==> config.mk <==
export PLATFORM = sky130hd
export DESIGN_NAME = dmx_front
export DESIGN_NICKNAME = d
export VERILOG_FILES = /design/src/hw/rtl/dmx_pkg.sv /design/src/hw/rtl/dmx_front.sv
export SDC_FILE = /design/constraint.sdc
export NUM_CORES = 1
export LEC_CHECK = 0
export BUFFER_PORTS_ARGS = -buffer_cell sky130_fd_sc_hd__buf_2
export CAP_MARGIN = 20
export CORE_MARGIN = 1
export CORE_UTILIZATION = 34
export DETAILED_ROUTE_END_ITERATION = 8
export PLACE_DENSITY_LB_ADDON = 0.12
export SYNTH_ARGS = -nofsm -noshare
export SYNTH_HDL_FRONTEND = slang
export SYNTH_SLANG_ARGS = --single-unit
==> constraint.sdc <==
create_clock -name vclk -period 2.2
set_clock_uncertainty 0.05 [all_clocks]
set_input_delay 0.44 -clock vclk [all_inputs]
set_output_delay 0.44 -clock vclk [all_outputs]
set_load 0.01 [all_outputs]
==> src/hw/rtl/dmx_pkg.sv <==
// dmx_pkg: shared types, codes and sizes of the DMX512 universe transceiver.
// No dependencies.
`timescale 1ns / 1ps

package dmx_pkg;

    localparam int SLOT_COUNT = 512;
    localparam int SLOT_W     = 10;
    localparam int ADDR_W     = 9;

    localparam logic [2:0] OP_TX_READY   = 3'd0;
    localparam logic [2:0] OP_RX_BYTE    = 3'd1;
    localparam logic [2:0] OP_WRITE_SLOT = 3'd2;
    localparam logic [2:0] OP_READ_TX    = 3'd3;
    localparam logic [2:0] OP_READ_RX    = 3'd4;
    localparam logic [2:0] OP_CLEAR      = 3'd5;
    localparam logic [2:0] OP_START      = 3'd6;

    localparam logic [1:0] ST_OK    = 2'd0;
    localparam logic [1:0] ST_RANGE = 2'd1;
    localparam logic [1:0] ST_MODE  = 2'd2;

    localparam logic [1:0] CFG_MASTER  = 2'd0;
    localparam logic [1:0] CFG_ENABLE  = 2'd1;
    localparam logic [1:0] CFG_MAXSLOT = 2'd2;
    localparam logic [1:0] CFG_DEVADDR = 2'd3;

    localparam logic [1:0] PH_BREAK = 2'd0;
    localparam logic [1:0] PH_START = 2'd1;
    localparam logic [1:0] PH_SLOTS = 2'd2;

    localparam logic [3:0] K_NOP      = 4'd0;
    localparam logic [3:0] K_TX       = 4'd1;
    localparam logic [3:0] K_DISABLE  = 4'd2;
    localparam logic [3:0] K_RX       = 4'd3;
    localparam logic [3:0] K_RX_BREAK = 4'd4;
    localparam logic [3:0] K_WRITE    = 4'd5;
    localparam logic [3:0] K_READ_TX  = 4'd6;
    localparam logic [3:0] K_READ_RX  = 4'd7;
    localparam logic [3:0] K_CLEAR    = 4'd8;
    localparam logic [3:0] K_START    = 4'd9;

    typedef struct packed {
        logic [2:0]        operation;
        logic [SLOT_W-1:0] slot;
        logic [7:0]        data;
        logic              break_flag;
    } req_t;

    typedef struct packed {
        logic       tx_valid;
        logic [7:0] tx_byte;
        logic       tx_break_rate;
        logic [7:0] read_value;
        logic [7:0] dimmer_level;
        logic [1:0] status;
    } rsp_t;

    typedef struct packed {
        logic [3:0]        kind;
        logic [SLOT_W-1:0] slot;
        logic [7:0]        data;
        logic [1:0]        status;
    } cmd_t;

    typedef struct packed {
        logic              master_mode;
        logic [SLOT_W-1:0] max_slot;
        logic              init_busy;
    } front_ctl_t;

endpackage

==> src/hw/rtl/dmx_front.sv <==
// dmx_front: accepts requests, range- and mode-checks them, emits commands.
// Depends on dmx_pkg.
`timescale 1ns / 1ps

module dmx_front (
    input  logic                req_valid,
    output logic                req_ready,
    input  dmx_pkg::req_t       req,
    input  dmx_pkg::front_ctl_t ctl,
    input  logic                fifo_full,
    output logic                push,
    output dmx_pkg::cmd_t       cmd
);

    logic range_bad;

    assign req_ready = !fifo_full && !ctl.init_busy;
    assign push      = req_valid && req_ready;
    assign range_bad = (req.slot == '0) || (req.slot > ctl.max_slot);

    always_comb
    begin
        cmd.slot   = req.slot;
        cmd.data   = req.data;
        cmd.kind   = dmx_pkg::K_NOP;
        cmd.status = dmx_pkg::ST_OK;
        case (req.operation)
            dmx_pkg::OP_TX_READY:
            begin
                if (ctl.master_mode)
                    cmd.kind = dmx_pkg::K_TX;
                else
                begin
                    cmd.kind   = dmx_pkg::K_DISABLE;
                    cmd.status = dmx_pkg::ST_MODE;
                end
            end
            dmx_pkg::OP_RX_BYTE:
            begin
                if (ctl.master_mode)
                    cmd.status = dmx_pkg::ST_MODE;
                else if (req.break_flag)
                    cmd.kind = dmx_pkg::K_RX_BREAK;
                else
                    cmd.kind = dmx_pkg::K_RX;
            end
            dmx_pkg::OP_WRITE_SLOT:
            begin
                if (!ctl.master_mode)
                    cmd.status = dmx_pkg::ST_MODE;
                else if (range_bad)
                    cmd.status = dmx_pkg::ST_RANGE;
                else
                    cmd.kind = dmx_pkg::K_WRITE;
            end
            dmx_pkg::OP_READ_TX:
            begin
                if (range_bad)
                    cmd.status = dmx_pkg::ST_RANGE;
                else
                    cmd.kind = dmx_pkg::K_READ_TX;
            end
            dmx_pkg::OP_READ_RX:
            begin
                if (req.slot > dmx_pkg::SLOT_W'(dmx_pkg::SLOT_COUNT))
                    cmd.status = dmx_pkg::ST_RANGE;
                else
                    cmd.kind = dmx_pkg::K_READ_RX;
            end
            dmx_pkg::OP_CLEAR:
            begin
                if (ctl.master_mode)
                    cmd.kind = dmx_pkg::K_CLEAR;
                else
                    cmd.status = dmx_pkg::ST_MODE;
            end
            dmx_pkg::OP_START:
            begin
                if (ctl.master_mode)
                    cmd.kind = dmx_pkg::K_START;
                else
                    cmd.status = dmx_pkg::ST_MODE;
            end
            default:
                cmd.status = dmx_pkg::ST_MODE;
        endcase
    end

endmodule

==> results.ini <==
[outcome]
status=finished, violations left
violations=negative setup slack

[floorplan]
design.die.area_um2=2000
start_util_pct=35.9
die_h_um=44.7
die_x_um=44.7
fp-row-count=15
io_pins=62
core_um2=1730

[cts]
hold_buffers=0

[run]
drv_cap=0

[critical_path]
startpoint_type=input port
crit_arrival_ns=2.05
cpPeakStageDelay_ns=0.33
path_buf_inv=2
worst-path-stages=8
cp_max_fo=4
worst_path_max_delay_cell=a311o_1
crit_path_cell_trace=buf_8 -> ha_4 -> nand4_1 -> nor3_4 -> a2111oi_4 -> a311o_1 -> a221o_1 -> buf_2
worst-setup-path-type=in -> out
critPathTopFamily=compound AO/OA/AOI/OAI gates
required_ns=1.71
endpoint_kind=output pin

[sta]
rsz0062_at_grt=true
setup_viol=4
tightestPinTransition_ns=0.364
setup_tns_ns=-1.21
fin_crit_ns=2.54
slew_violations=0
finalCritPeriodShare_pct=115
max_freq_ghz=0.394
finalHoldViolCount=0
layout_setup_ws_ns=-0.337
slew_headroom_pct=75.1

[yosys]
postSynthAreaPerCell_um2=6.67
synth_top_cell_by_area=buf_4
yosysSeqAreaShare_pct=0
yosys_warnings=0
synth_top_area_share_pct=21.8
synthesis.area_um2=621
synthTopCellsByArea=buf_4, ha_1, inv_1
synth_nets=139
ys_types=31
syn_inst=93

[drt]
dr_total_vias=771
first_pass_iters=4
viasPerCell=4.79
drtIter0Drc=5
drt-wirelength-per-cell_um=11.3
route.detailed.drc=0
ant_nets=0
wirelength_um=1820

[final_layout]
fin_nets=184
seq_cell_count=0
diodes=0
regArea_um2=0
fin_area_um2=1130
layout-drive-gt1-share_pct=65.4
area_growth_pct=82.3
clkbuf_count=0

[hold_path]
hold_class=in -> out
hold_depth=0
min_to=cmd[5]
hold_start=req[4]

[grt]
overflow=0
grt_pass1_wl_um=2590
grt.total_usage_pct=16.3
grt_start_max_net_pins=12
grt_antenna_before_repair=0
grt_pass1_vias=658

[placed_design]
placed_area_um2=907
io_buffers=46
dp_slack_ns=-0.271
dpl.hpwl_um=1320
gp_congestion=0.767

[power_and_ir_drop]
ir_worst_vdd_v=0.000104
powerDensity_nw_per_um2=219
leakagePower_nw=0.557

[cells in the mapped netlist (all sizes together) (3+ instances only)]
master,instances
nand2,3
a21oi,5
nor3,4
inv,12
nor2,9
buf,18
ha,10
o21ai,6
[timing repair]
action / CTS / global route
buffers inserted: 6 / 0
pin swaps: 9 / 6
setup endpoints to repair: 4 / 4
gates resized for setup: 28 / 6
[layout by cell type (no fill, tap or decap), types with 3 or more instances in the layout]
master / count
inv_1: 4
nor2_1: 9
inv_4: 3
ha_4: 8
buf_2: 34
buf_4: 17
nor3_1: 3
a21oi_1: 3
o21ai_0: 4
buf_6: 11
inv_2: 5
[layer usage]
layer  GRT usage [%]  up-vias  share of wire [%]
met1            20.3      337                 42
met2            32.4       31                 51
met5               0        -                  0
met3           0.400        2                6.6
met4           0.606        0               0.11
li1                -      401                  -
[how the worst max path moves through the flow]
stage / from / end / slack, ns
2_1_floorplan: ctl[6] / cmd[22] / 0.002
3_3_place_gp: req[14] / cmd[22] / -0.27
3_5_place_dp: ctl[6] / cmd[22] / -0.27
4_1_cts: req[13] / cmd[22] / -0.26
5_1_grt: ctl[5] / cmd[22] / -0.39
6_report: req[13] / cmd[22] / -0.34
[metrics by stage]
step | util (%) | hold slack [ns] | instances | total power, mW
after CTS | 63.3 | 0.830 | 161 | 0.231
after global placement | 52.5 | 0.830 | 155 | 0.175
after global routing | 65.5 | 0.830 | 161 | 0.268
after detailed placement | 52.5 | 0.830 | 155 | 0.178
final | 65.5 | 0.830 | 161 | 0.247
after floorplan | - | 0.877 | 93 | 0.123
[report_power, final]
part	total (mW)	internal, mW	switching [mW]
clock	0	0	0
sequential	0	0	0
combinational	0.247	0.136	0.111
[cell families (layout without fill, tap and decap cells)]
kind of cell | after synthesis | in the layout | share of synthesized area, %
AND/OR/NAND/NOR | 27 | 27 | 22.8
multiplexers | 1 | 1 | 1.61
adder cells (fa/ha/maj) | 10 | 10 | 20.2
AO/OA/AOI/OAI | 22 | 22 | 23.8
buffers and inverters | 32 | 75 | 30.2
XOR/XNOR | 1 | 1 | 1.41
[final cells by class]
type,count,area [µm²]
Tap cell,25,31.3
Inverter,12,52.6
Fill cell,153,596
Multi-Input combinational cell,61,611
Timing Repair Buffer,63,437
Power figures use the tool's default switching activity.
